$ cat config.mk
export PLATFORM = sky130hd
export DESIGN_NAME = sorted_ring_priority_queue
export DESIGN_NICKNAME = d
export VERILOG_FILES = /design/src/rtl/core/srpq_pkg.sv /design/src/rtl/core/sorted_ring_priority_queue.sv
export SDC_FILE = /design/constraint.sdc
export NUM_CORES = 1
export LEC_CHECK = 0
export ABC_CLOCK_PERIOD_IN_PS = 3130
export BUFFER_PORTS_ARGS = -buffer_cell sky130_fd_sc_hd__buf_4
export CORE_MARGIN = 5
export CORE_UTILIZATION = 50
export CTS_CLUSTER_SIZE = 12
export DETAILED_ROUTE_END_ITERATION = 12
export PLACE_DENSITY = 0.67
export RECOVER_POWER = 50
export SLEW_MARGIN = 10
export SYNTH_ARGS = -nofsm -noshare
export SYNTH_HDL_FRONTEND = slang
export SYNTH_SLANG_ARGS = --single-unit
$ cat constraint.sdc
create_clock -name clk -period 3.13 [get_ports clk]
set_input_delay 0.1565 -clock clk [delete_from_list [all_inputs] [get_ports clk]]
set_output_delay 0.1565 -clock clk [all_outputs]
set_load 0.02 [all_outputs]
$ cat src/rtl/core/srpq_pkg.sv
package srpq_pkg;

  // Operation codes on in_operation.
  localparam logic OP_INSERT = 1'b0;
  localparam logic OP_DELETE = 1'b1;

  // Status codes on out_status.
  typedef logic [1:0] status_t;
  localparam status_t ST_INSERTED = 2'd0;
  localparam status_t ST_FULL     = 2'd1;
  localparam status_t ST_REMOVED  = 2'd2;
  localparam status_t ST_EMPTY    = 2'd3;

  // One stored entry.
  typedef struct packed {
    logic [7:0] value;
    logic [7:0] prio;
  } entry_t;

  typedef enum logic [3:0] {
    S_IDLE = 4'b0001,
    S_READ = 4'b0010,
    S_CMP  = 4'b0100,
    S_DEL  = 4'b1000
  } state_t;

endpackage

$ cat src/rtl/core/sorted_ring_priority_queue.sv
// Channel  Direction  Handshake           Payload
// in       input      in_valid/in_ready   in_operation, in_entry_value, in_entry_priority
// out      output     out_valid/out_ready out_status, out_removed_value, out_removed_priority,
//                                         out_occupancy
//
// An insert into a full queue or a delete from an empty queue is answered from idle, without the store.
// A delete makes one registered read of the entry store at the head.
// An insert moves entries one slot toward the tail until the new one comes to rest;
// each move is one read and one compare-and-write on the store.
// Reset (rst_n low, synchronous) empties the queue; store contents are not cleared.
// A result waiting on out_ready holds; a new transaction is taken in the cycle it drains.
module sorted_ring_priority_queue #(
  parameter int CAPACITY = 8
) (
  input  logic       clk,
  input  logic       rst_n,
  input  logic       in_valid,
  output logic       in_ready,
  input  logic       in_operation,
  input  logic [7:0] in_entry_value,
  input  logic [7:0] in_entry_priority,
  output logic       out_valid,
  input  logic       out_ready,
  output logic [1:0] out_status,
  output logic [7:0] out_removed_value,
  output logic [7:0] out_removed_priority,
  output logic [3:0] out_occupancy
);

  localparam int AW = (CAPACITY > 2) ? $clog2(CAPACITY) : 1;
  localparam int CW = $clog2(CAPACITY + 1);
  localparam logic [AW-1:0] LAST_SLOT = AW'(CAPACITY - 1);
  localparam logic [CW-1:0] FULL_COUNT = CW'(CAPACITY);

  srpq_pkg::state_t state_r, state_nxt;
  logic [AW-1:0] head_r, head_nxt;
  logic [AW-1:0] tail_r, tail_nxt;
  logic [CW-1:0] count_r, count_nxt;
  logic [AW-1:0] slot_r, slot_nxt;
  logic [CW-1:0] walk_r, walk_nxt;
  srpq_pkg::entry_t new_r, new_nxt;

  srpq_pkg::entry_t mem_r [CAPACITY];
  srpq_pkg::entry_t rd_data_r;
  logic [AW-1:0] rd_addr;
  logic mem_we;
  logic [AW-1:0] mem_wa;
  srpq_pkg::entry_t mem_wd;

  logic out_valid_r, out_valid_nxt;
  srpq_pkg::status_t status_r, status_nxt;
  srpq_pkg::entry_t removed_r, removed_nxt;
  logic [3:0] occ_r, occ_nxt;

  logic accept;
  logic [AW-1:0] slot_prev, tail_next, head_next;

  assign in_ready = (state_r == srpq_pkg::S_IDLE) && (!out_valid_r || out_ready);
  assign accept = in_valid && in_ready;

  assign slot_prev = (slot_r == '0) ? LAST_SLOT : slot_r - 1'b1;
  assign tail_next = (tail_r == LAST_SLOT) ? '0 : tail_r + 1'b1;
  assign head_next = (head_r == LAST_SLOT) ? '0 : head_r + 1'b1;

  // In idle the head is read so that a delete has its entry in the next cycle.
  assign rd_addr = (state_r == srpq_pkg::S_IDLE) ? head_r : slot_prev;

  always_comb begin
    state_nxt = state_r;
    head_nxt = head_r;
    tail_nxt = tail_r;
    count_nxt = count_r;
    slot_nxt = slot_r;
    walk_nxt = walk_r;
    new_nxt = new_r;
    mem_we = 1'b0;
    mem_wa = slot_r;
    mem_wd = new_r;
    out_valid_nxt = out_valid_r && !out_ready;
    status_nxt = status_r;
    removed_nxt = removed_r;
    occ_nxt = occ_r;

    unique case (state_r)
      srpq_pkg::S_IDLE: begin
        if (accept) begin
          if (in_operation == srpq_pkg::OP_INSERT) begin
            if (count_r == FULL_COUNT) begin
              out_valid_nxt = 1'b1;
              status_nxt = srpq_pkg::ST_FULL;
              removed_nxt = '0;
              occ_nxt = 4'(count_r);
            end else begin
              tail_nxt = tail_next;
              count_nxt = count_r + 1'b1;
              slot_nxt = tail_next;
              walk_nxt = count_r + 1'b1;
              new_nxt.value = in_entry_value;
              new_nxt.prio = in_entry_priority;
              state_nxt = srpq_pkg::S_READ;
            end
          end else begin
            if (count_r == '0) begin
              out_valid_nxt = 1'b1;
              status_nxt = srpq_pkg::ST_EMPTY;
              removed_nxt = '0;
              occ_nxt = 4'(count_r);
            end else begin
              head_nxt = head_next;
              count_nxt = count_r - 1'b1;
              state_nxt = srpq_pkg::S_DEL;
            end
          end
        end
      end
      srpq_pkg::S_READ: begin
        // The new entry stays in new_r and is written only where it comes to rest.
        if (walk_r <= CW'(1)) begin
          mem_we = 1'b1;
          out_valid_nxt = 1'b1;
          status_nxt = srpq_pkg::ST_INSERTED;
          removed_nxt = '0;
          occ_nxt = 4'(count_r);
          state_nxt = srpq_pkg::S_IDLE;
        end else begin
          state_nxt = srpq_pkg::S_CMP;
        end
      end
      srpq_pkg::S_CMP: begin
        mem_we = 1'b1;
        if (new_r.prio < rd_data_r.prio) begin
          mem_wd = rd_data_r;
          slot_nxt = slot_prev;
          walk_nxt = walk_r - 1'b1;
          state_nxt = srpq_pkg::S_READ;
        end else begin
          out_valid_nxt = 1'b1;
          status_nxt = srpq_pkg::ST_INSERTED;
          removed_nxt = '0;
          occ_nxt = 4'(count_r);
          state_nxt = srpq_pkg::S_IDLE;
        end
      end
      srpq_pkg::S_DEL: begin
        out_valid_nxt = 1'b1;
        status_nxt = srpq_pkg::ST_REMOVED;
        removed_nxt = rd_data_r;
        occ_nxt = 4'(count_r);
        state_nxt = srpq_pkg::S_IDLE;
      end
      default: begin
        state_nxt = srpq_pkg::S_IDLE;
      end
    endcase
  end

  always_ff @(posedge clk) begin
    if (mem_we) begin
      mem_r[mem_wa] <= mem_wd;
    end
    rd_data_r <= mem_r[rd_addr];
  end

  always_ff @(posedge clk) begin
    if (!rst_n) begin
      state_r <= srpq_pkg::S_IDLE;
      head_r <= '0;
      tail_r <= LAST_SLOT;
      count_r <= '0;
      out_valid_r <= 1'b0;
    end else begin
      state_r <= state_nxt;
      head_r <= head_nxt;
      tail_r <= tail_nxt;
      count_r <= count_nxt;
      out_valid_r <= out_valid_nxt;
    end
  end

  always_ff @(posedge clk) begin
    slot_r <= slot_nxt;
    walk_r <= walk_nxt;
    new_r <= new_nxt;
    status_r <= status_nxt;
    removed_r <= removed_nxt;
    occ_r <= occ_nxt;
  end

  assign out_valid = out_valid_r;
  assign out_status = status_r;
  assign out_removed_value = removed_r.value;
  assign out_removed_priority = removed_r.prio;
  assign out_occupancy = occ_r;

  a_count_bound: assert property (@(posedge clk) disable iff (!rst_n)
    count_r <= FULL_COUNT)
    else $error("entry count exceeds capacity");

  a_walk_bound: assert property (@(posedge clk) disable iff (!rst_n)
    (state_r == srpq_pkg::S_READ || state_r == srpq_pkg::S_CMP) |-> walk_r <= count_r)
    else $error("insert walk longer than queue");

  a_cmp_after_read: assert property (@(posedge clk) disable iff (!rst_n)
    (state_r == srpq_pkg::S_CMP) |-> $past(state_r) == srpq_pkg::S_READ)
    else $error("compare step without a preceding read");

  a_insert_count: assert property (@(posedge clk) disable iff (!rst_n)
    (accept && in_operation == srpq_pkg::OP_INSERT && count_r != FULL_COUNT)
      |=> count_r == $past(count_r) + 1'b1)
    else $error("accepted insert did not grow the queue");

endmodule
Word-level counts from Yosys, hierarchy flattened
Memories as Yosys holds them, arrays and structs flattened. A register that Yosys moved wholly into a read port is not among the register bits.
Cells that the tools add are included.
W data, S select, Z words.
Cells by class
  add/subtract/negate cells: 6
  magnitude comparators: 2
  equal/unequal tests: 19
  mux-type cells: 57
  bitwise logic cells: 3
  reduce and logical (&&, ||, !) cells: 16
Operators with widths (count)
  $mux W16: 8
  $mux W4: 16
  $pmux W16 S4: 1
  $mux W3: 9
  $ne A2 B2 Y1 const B: 8
  $pmux W4 S4: 1
  $mux W2: 7
  $pmux W4 S3: 1
  $reduce_and A4 Y1: 3
  $mux W1: 9
  $eq A4 B4 Y1 const B: 2
  $lt A8 B8 Y1: 1
  $pmux W2 S4: 1
  $pmux W4 S2: 1
  $sub A4 B1 Y4 const B: 2
  $add A3 B1 Y3 const B: 2
  $eq A3 B3 Y1 const B: 2
  $ne A3 B2 Y1 const B: 2
  $ne A3 B3 Y1 const B: 2
  $pmux W3 S2: 1
  $reduce_and A6 Y1: 1
  $reduce_and A5 Y1: 1
  $add A4 B1 Y4 const B: 1
  $eq A4 B1 Y1 const B: 1
  15 further kinds: 20
Word-level totals
  bits in registers: 60
  RAM bits: 128
  bits of input ports: 21
  output and inout port bits: 24
  word-level logic and storage cells: 117
  memories kept: 1
Memories
  mem_r: words 8, width 16, read ports 1, clocked after Yosys merged registers in 1, wr ports 1, line sorted_ring_priority_queue.sv:43  | srpq_pkg::entry_t mem_r [CAPACITY];

Logic depth before layout (Yosys ltp)
Gate-level depths: netlist of run 1.
  word-level depth: 6
  mapped depth: 9
  depth with buffers taken out: 8

Least setup slack after synthesis of run 1
No wires, ideal clock.
  path type: register to register
  start point: register new_r[6] in the netlist's numbering
  end point: register occ_r[0] (netlist: out_occupancy[0]), enable pin
  library setup time: 0.381 ns
  arrival: 2.430 ns
  required time: 2.749 ns
  setup slack: 0.319 ns
  cell stages (with the launch flop): 7
  buffers on the path: 1
  period minus slack after synthesis: 2.811 ns
  cells stage by stage: edfxtp_1 > ha_1 > and4_1 > o21ai_0 > o2111ai_1 > clkbuf_1 > and3_1
On the way
  longest elaborated chain between the ends: 3
RTL lines
  from (decl): line sorted_ring_priority_queue.sv:41  | srpq_pkg::entry_t new_r, new_nxt;
  from (signal assigned): line sorted_ring_priority_queue.sv:183  | new_r <= new_nxt;
  $lt A8 B8 Y1: line sorted_ring_priority_queue.sv:131  | if (new_r.prio < rd_data_r.prio) begin
  $ne A2 B2 Y1 (no line)
  $reduce_and A6 Y1 (no line)
  to (signal assigned): line sorted_ring_priority_queue.sv:186  | occ_r <= occ_nxt;
  to (decl): line sorted_ring_priority_queue.sv:53  | logic [3:0] occ_r, occ_nxt;
Every way passes these cells.
A chain may end at the register's enable or synchronous reset.

==> qor.csv, run 1 <==
stage,metric,value,unit
clock_network,cts bufs inserted,22,
clock_network,clk buf depth,3,
floorplanning,CORE AREA,16500,µm²
setup_path,slowest cell on the critical path,a2111oi_0,
sta,min Tclk post-route,2.83,ns
power_and_ir_drop,P_leak,3.55,nW
worst_hold_path,hold crit path type,in2reg,
placed_design,pre-CTS WS,0.369,ns
placed_design,post-detail-place hpwl,10300,µm
power_and_ir_drop,Max VDD drop,0.000383,V
synthesis,share of the synthesized area in the top cell type,62.5,%
floorplanning,Ports,45,
grt,initial antenna violation count,0,
sta,Least-Margin Pin Slew,1.23,ns
synthesis,Synth Register Bits,204,
sta,Fin. Hold Viols,0,
grt,vias in the first global route,4750,
layout,Multi-input gate area,2270,µm²
setup_path,CP Data Required Time,3.31,ns
synthesis,Synth Instances,525,
floorplanning,Die Footprint,19300,µm²
setup_path,CP startpoint,new_r[1],
synthesis,Post-synth ARST share,0,%
synthesis,register area share after synthesis,70.0,%
drt,final antenna-violating net count,0,
status,outcome,finished clean,
clock_network,CTS tree,done,
sta,slack of the critical path,0.300,ns
floorplanning,Cell Rows,47,
sta,FMAX,353,MHz
drt,Detailed Route Iter0 Violations,249,
setup_path,WS Path Type,reg2reg,
synthesis,Post-synth EDFFs,173,
synthesis,Post-Syn Nets,563,
sta,setup TNS,0,ns
clock_network,CTS sink count,204,
sta,Final Max Tran Viols,0,
grt,GRT overflow,0,
worst_hold_path,hold depth,4,
layout,ANT cells,0,
synthesis,Syn Std Cell Area,8310,µm²
drt,DR DRC count,0,
clock_network,clock tree root buffer cell,clkbuf_16,
sta,Final Skew,0.00890,ns
clock_network,clk_lat worst skew,0.49,ns
layout,area grow syn2layout,16.0,%
drt,TritonRoute pass-1 iters,4,
sta,RSZ-0062 raised after global routing,no,
layout,fraction of layout cells with a size suffix above 1,20.0,%
layout,most frequent cells in the layout,"173 x edfxtp_1, 41 x mux2_2, 39 x clkbuf_1",
sta,final period utilization,90.4,%
floorplanning,Starting Density,50.4,%
flow_run,maxcap violations,0,
setup_path,Critical Path Max Stage Delay,0.68,ns
floorplanning,Die Width,139,µm
setup_path,reg-to-reg endpoint,mem_r[1][1],
layout,Reg area,5820,µm²
synthesis,Ys Warns,0,
synthesis,cell taking the most area after synthesis,edfxtp_1,
power_and_ir_drop,Final Power,6.99,mW
placed_design,# port buffers,44,
clock_network,postcts setup bufs,0,
setup_path,critical-path maximum fanout,25,
synthesis,Post-synth top flop,edfxtp_1,
sta,final setup violating endpoints,0,
layout,"Core Util, Final",58.5,%
synthesis,largest cells by area after synthesis,"edfxtp_1 63%, dfxtp_1 7.5%, mux2_2 5.6%",
clock_network,Max H-tree Level,1,
setup_path,R2R setup slack,0.30,ns
drt,WL per Instance,20.3,µm
setup_path,worst-path cell chain,"ha_1, a2111oi_0, o2111ai_2, buf_4, o21ai_0",
grt,pin count of the biggest net entering global routing,53,
clock_network,PostCTS Resize Cnt,0,
power_and_ir_drop,power per cell area,725,nW/µm²
drt,via count,4658,
layout,"most common cell after layout, fill and taps aside",edfxtp_1,
clock_network,clk slew on worst S/H paths,0.06,ns
setup_path,worst r2r src,new_r[1],
layout,filler instances,1327,
setup_path,crit start category,flop,
setup_path,crit path to,mem_r[1][1],
floorplanning,die height,139,µm
synthesis,post-synth cell types,44,
sta,Slew Limit Headroom,18.1,%
placed_design,GP Congestion,0.812,
drt,Vias/cell,5.51,
synthesis,syn avg cell area,15.8,µm²
setup_path,Crit path arrival time,3.01,ns
layout,Final #Nets,648,
grt,first-pass GRT wire length,26700,µm
drt,Routed WL,17200,µm
setup_path,CP endpoint kind,flop,
grt,GRT Util Overall,17.8,%
setup_path,Reg2Reg Depth,5,
cell families (layout without fill, tap and decap cells):
kind of cell	after synthesis	in the layout	synth area share, %
compound gates	77	77	7.23
xor+xnor	8	8	0.844
fa+ha+maj	17	17	2.56
buf+inv	40	140	2.79
flops	204	204	70.0
mux	82	82	10.7
simple gates	97	97	5.88
stage by stage:
| step | hold WS [ns] | std cells | area (µm²) |
|---|---|---|---|
| 3_3_place_gp | 0.335 | 788 | 8930 |
| 5_1_grt | 0.0888 | 845 | 9630 |
| 6_report | 0.0377 | 845 | 9630 |
| 2_1_floorplan | 0.218 | 525 | 8310 |
| 4_1_cts | 0.00892 | 845 | 9770 |
| 3_5_place_dp | 0.336 | 788 | 8930 |
critical path, delay by kind of cell (launching register included):
kind / cells / cell delay (ns)
compound gates: 3 / 1.55
fa+ha+maj: 1 / 0.30
buf+inv: 1 / 0.28
flops: 1 / 0.39
layer usage:
metal	track usage, %	up-vias	part of all wire (%)
met1	23.6	2342	42
li1	-	2168	-
met3	2.72	20	5.5
met5	0	-	0
met2	31.0	128	51
met4	4.43	0	1.4
where the power goes:
group / internal, mW / leakage (nW) / switching, mW / total [mW]
logic: 0.538 / 1.40 / 0.752 / 1.29
clock network: 1.40 / 0.324 / 0.970 / 2.37
registers: 3.20 / 1.83 / 0.123 / 3.33
total: 5.14 / 3.55 / 1.85 / 6.99
worst min path at each step:
stage                       from        end  slack, ns
6_report               out_ready  out_valid       0.04
5_1_grt                out_ready  out_valid       0.09
4_1_cts                out_ready  out_valid      0.009
3_5_place_dp   in_entry_value[6]  new_r[14]       0.34
3_3_place_gp   in_entry_value[0]   new_r[8]       0.33
2_1_floorplan              rst_n  tail_r[0]       0.22
area by class of cell:
type | instances | area share [%]
well taps | 220 | 2.86
flip-flops and latches | 204 | 60.4
clock buffers | 35 | 6.65
inverters | 21 | 0.818
clock inverters | 4 | 0.234
repair buffers | 80 | 5.52
multi-input cells | 281 | 23.6
cell usage after synthesis (all sizes together), types with 3 or more instances:
cell type,instances
nor2,24
clkbuf,8
buf,11
o21ai,21
inv,21
nand2,26
a21oi,11
nor2b,4
nor3,5
and2,17
nand2b,5
a31oi,3
nand3,5
a221oi,16
dfxtp,31
mux2,43
mux2i,39
ha,17
xor2,6
o22ai,16
edfxtp,173
registers in the layout, summed over array words and instances (netlist names):
signal and count:
out_removed_priority 8, out_occupancy 4, new_r 16, walk_r 4
count_r 4, state_r 4, tail_r 3, head_r 3
out_status 2, mem_r 128, rd_data_r 16, out_valid 1
mem_wa 3, out_removed_value 8
timing repair:
item	in CTS	in global routing
hold buffers	18	0
endpoints found under the setup margin	0	0
endpoints found under the hold margin	20	0
Power figures use the tool's default switching activity.
==> run 2, diff against run 1 <==
--- a/config.mk
+++ b/config.mk
@@ -5,6 +5,7 @@
 export SDC_FILE = /design/constraint.sdc
 export NUM_CORES = 1
 export LEC_CHECK = 0
+export ABC_AREA = 1
 export ABC_CLOCK_PERIOD_IN_PS = 3130
 export BUFFER_PORTS_ARGS = -buffer_cell sky130_fd_sc_hd__buf_4
 export CORE_MARGIN = 5
==> run 2 against run 1 <==
Net effect:
- core utilization shrank 0.24 points
- count of clock-buffer cells in the layout shrank 2
- hold slack gained 0.066 ns
- global-route usage grew 1.4 points
- non-clock buffer count grew 3
- power grew 19%
- die area grew 3.7%
==> qor.csv, run 2 <==
stage,metric,value,unit,change
worst_hold_path,hold crit path type,in2reg,,
placed_design,pre-CTS WS,0.628,ns,+0.259 ns
clock_network,Max H-tree Level,1,,unchanged
clock_network,clock tree root buffer cell,clkbuf_16,,
flow_run,maxcap violations,0,,unchanged
layout,"most common cell after layout, fill and taps aside",nand2_1,,
power_and_ir_drop,sw power,2.90,mW,+57%
drt,WL per Instance,16.1,µm,-21%
placed_design,# port buffers,44,,unchanged
sta,Final Max Tran Viols,0,,unchanged
synthesis,"top cells by count, synth","302 x nand2_1, 173 x edfxtp_1, 112 x inv_1",,
power_and_ir_drop,Int Pwr,5.44,mW,+5.9%
setup_path,CP Data Required Time,3.49,ns,+0.18 ns
power_and_ir_drop,power per cell area,837,nW/µm²,+15%
grt,met1 usage,27.6,%,+4.1 points
drt,via count,5870,,+26%
power_and_ir_drop,Gate power share,30.0,%,+12 points
floorplanning,die height,141,µm,+1.8%
synthesis,largest cells by area after synthesis,"edfxtp_1 60%, nand2_1 13%, dfxtp_1 7.2%",,
grt,initial antenna violation count,0,,unchanged
grt,GRT Util Overall,19.2,%,+1.4 points
worst_hold_path,Hold Path End,out_valid,,
setup_path,reg-to-reg endpoint,rd_data_r[7],,
synthesis,Post-Syn Nets,881,,+56%
layout,Final #Nets,960,,+48%
grt,most used routing layer,met2,,
synthesis,Syn Std Cell Area,8640,µm²,+4.0%
layout,most frequent cells in the layout,"302 x nand2_1, 173 x edfxtp_1, 112 x inv_1",,
power_and_ir_drop,P_leak,4.29,nW,+21%
synthesis,register area share after synthesis,67.3,%,-2.7 points
setup_path,CP startpoint,state_r[3],,
sta,setup TNS,0,ns,unchanged
synthesis,"count leader, synth",nand2_1,,
clock_network,clk_lat worst skew,0.49,ns,about the same
setup_path,Reg2Reg Depth,6,,+1
sta,final period utilization,82.6,%,-7.8 points
floorplanning,Die Width,141,µm,+1.8%
worst_hold_path,min-delay src,in_valid,,
clock_network,clk buf depth,3,,unchanged
clock_network,postcts setup bufs,0,,unchanged
setup_path,R2R setup slack,0.54,ns,+0.24 ns
setup_path,WS Path Type,reg2reg,,
worst_hold_path,hold depth,7,,+3
layout,fin cells,1162,,+38%
power_and_ir_drop,Clock power frac,28.1,%,-5.8 points
clock_network,cts bufs inserted,22,,unchanged
grt,pin count of the biggest net entering global routing,42,,-21%
clock_network,CTS tree,done,,
sta,Fin. Hold Viols,0,,unchanged
grt,GRT overflow,0,,unchanged
layout,final cell area excluding filler cells,9970,µm²,+3.5%
floorplanning,Die Footprint,20000,µm²,+3.7%
synthesis,Post-synth ARST share,0,%,unchanged
layout,fraction of layout cells with a size suffix above 1,7.68,%,-12 points
drt,Routed WL,18800,µm,+9.2%
drt,Detailed Route Iter0 Violations,432,,+73%
placed_design,post-detail-place hpwl,11600,µm,+13%
sta,FMAX,387,MHz,+9.5%
synthesis,Synth Instances,843,,+61%
floorplanning,CORE AREA,17100,µm²,+4.0%
synthesis,Post-synth top flop,edfxtp_1,,
sta,Final Skew,0.00956,ns,+0.000656 ns
synthesis,Post-synth EDFFs,173,,unchanged
synthesis,Synth Register Bits,204,,unchanged
grt,GR Util met2,31.3,%,+0.29 points
setup_path,CP endpoint kind,flop,,
power_and_ir_drop,Final Power,8.34,mW,+19%
layout,area grow syn2layout,15.4,%,
status,outcome,finished clean,,
setup_path,Crit path arrival time,2.95,ns,-0.06 ns
drt,DR DRC count,0,,unchanged
sta,Least-Margin Pin Slew,1.09,ns,-0.143 ns
sta,final setup violating endpoints,0,,unchanged
synthesis,Ys Warns,0,,unchanged
setup_path,worst r2r src,state_r[3],,
placed_design,GP Congestion,0.836,,+3.0%
setup_path,crit start category,flop,,
grt,vias in the first global route,5623,,+18%
setup_path,critical-path maximum fanout,17,,-32%
drt,final antenna-violating net count,0,,unchanged
floorplanning,Ports,45,,unchanged
synthesis,share of the synthesized area in the top cell type,60.1,%,-2.4 points
sta,Slew Limit Headroom,27.6,%,+9.5 points
placed_design,placed cell count,1105,,+40%
power_and_ir_drop,Max VDD drop,0.000509,V,+33%
placed_design,area post-placement,9280,µm²,+4.0%
power_and_ir_drop,sequential power share,42.0,%,-5.6 points
sta,slack of the critical path,0.544,ns,+0.244 ns
sta,RSZ-0062 raised after global routing,no,,
synthesis,cell taking the most area after synthesis,edfxtp_1,,
synthesis,post-synth cell types,29,,-34%
floorplanning,Cell Rows,48,,+2.1%
layout,filler instances,1467,,+11%
sta,min Tclk post-route,2.59,ns,-0.244 ns
clock_network,CTS sink count,204,,unchanged
layout,max FFs per register,128,,unchanged
grt,first-pass GRT wire length,30000,µm,+12%
synthesis,syn avg cell area,10.2,µm²,-35%
drt,Vias/cell,5.05,,-8.4%
drt,TritonRoute pass-1 iters,4,,unchanged
grt,GR Util met3,2.73,%,+0.0059 points
power_and_ir_drop,Sw Ratio,34.8,%,+8.3 points
floorplanning,Starting Density,50.5,%,about the same
layout,Biggest register,mem_r,,
clock_network,clk slew on worst S/H paths,0.06,ns,about the same
layout,ANT cells,0,,unchanged
layout,Largest regs,"mem_r x128, new_r x16, rd_data_r x16",,
==> run 2: critical path, stage by stage, from the launching register on <==
cell,delay [ns]
dfxtp_1,0.33
nor2_1,0.38
nand2_4,0.13
o21ai_2,0.85
inv_2,0.47
nand2_1,0.18
nand2_1,0.10
==> run 2: worst max path at each step <==
stage                     cells after the start  slack (ns)                       to
after floorplan                               8        0.88              mem_r[0][0]
after global placement                        8        0.63             rd_data_r[7]
after CTS                                    13        0.60             rd_data_r[7]
after detailed placement                      6        0.63              mem_r[7][9]
after global routing                          9        0.33  out_removed_priority[6]
final                                         6        0.54             rd_data_r[7]
==> run 2: repair_timing <==
item,in CTS,in global routing
hold endpoints to repair,27,0
gates resized for setup,0,0
hold buffers,18,0
==> run 2: final cells by class <==
class                           count  area [µm²]  share of cell area, %
Multi-Input combinational cell    494        2240                   22.4
Clock inverter                      6        30.0                  0.301
Timing Repair Buffer               83         547                   5.48
Clock buffer                       33         623                   6.25
Tap cell                          225         282                   2.82
Sequential cell                   204        5820                   58.3
Inverter                          117         439                   4.40
==> run 2: metrics by stage <==
step                      hold WS, ns  util (%)
after CTS                      0.0875      59.1
after floorplan                 0.255         -
final                           0.104      58.3
after global placement          0.335      54.2
after global routing            0.138      58.3
after detailed placement        0.336      54.2
==> run 2: cell families after synthesis <==
family | after synthesis | synth area share, %
simple gates | 384 | 17.7
flops | 204 | 67.3
buf+inv | 145 | 6.68
xor+xnor | 7 | 0.710
fa+ha+maj | 17 | 2.46
compound gates | 86 | 5.16
==> run 2: power by group through the flow <==
stage          sequential [mW]  clock (mW)  combinational, mW
2_1_floorplan             3.66           0               1.72
3_3_place_gp              3.55           0               2.57
3_5_place_dp              3.56           0               2.61
4_1_cts                   3.50        2.39               2.64
5_1_grt                   3.53        2.52               2.86
6_report                  3.50        2.34               2.50
==> run 2: per-layer routing <==
metal / routed length, µm / share of wire (%)
met5: 0 / 0
met1: 8560 / 46
met3: 909 / 4.8
met2: 8960 / 48
met4: 342 / 1.8
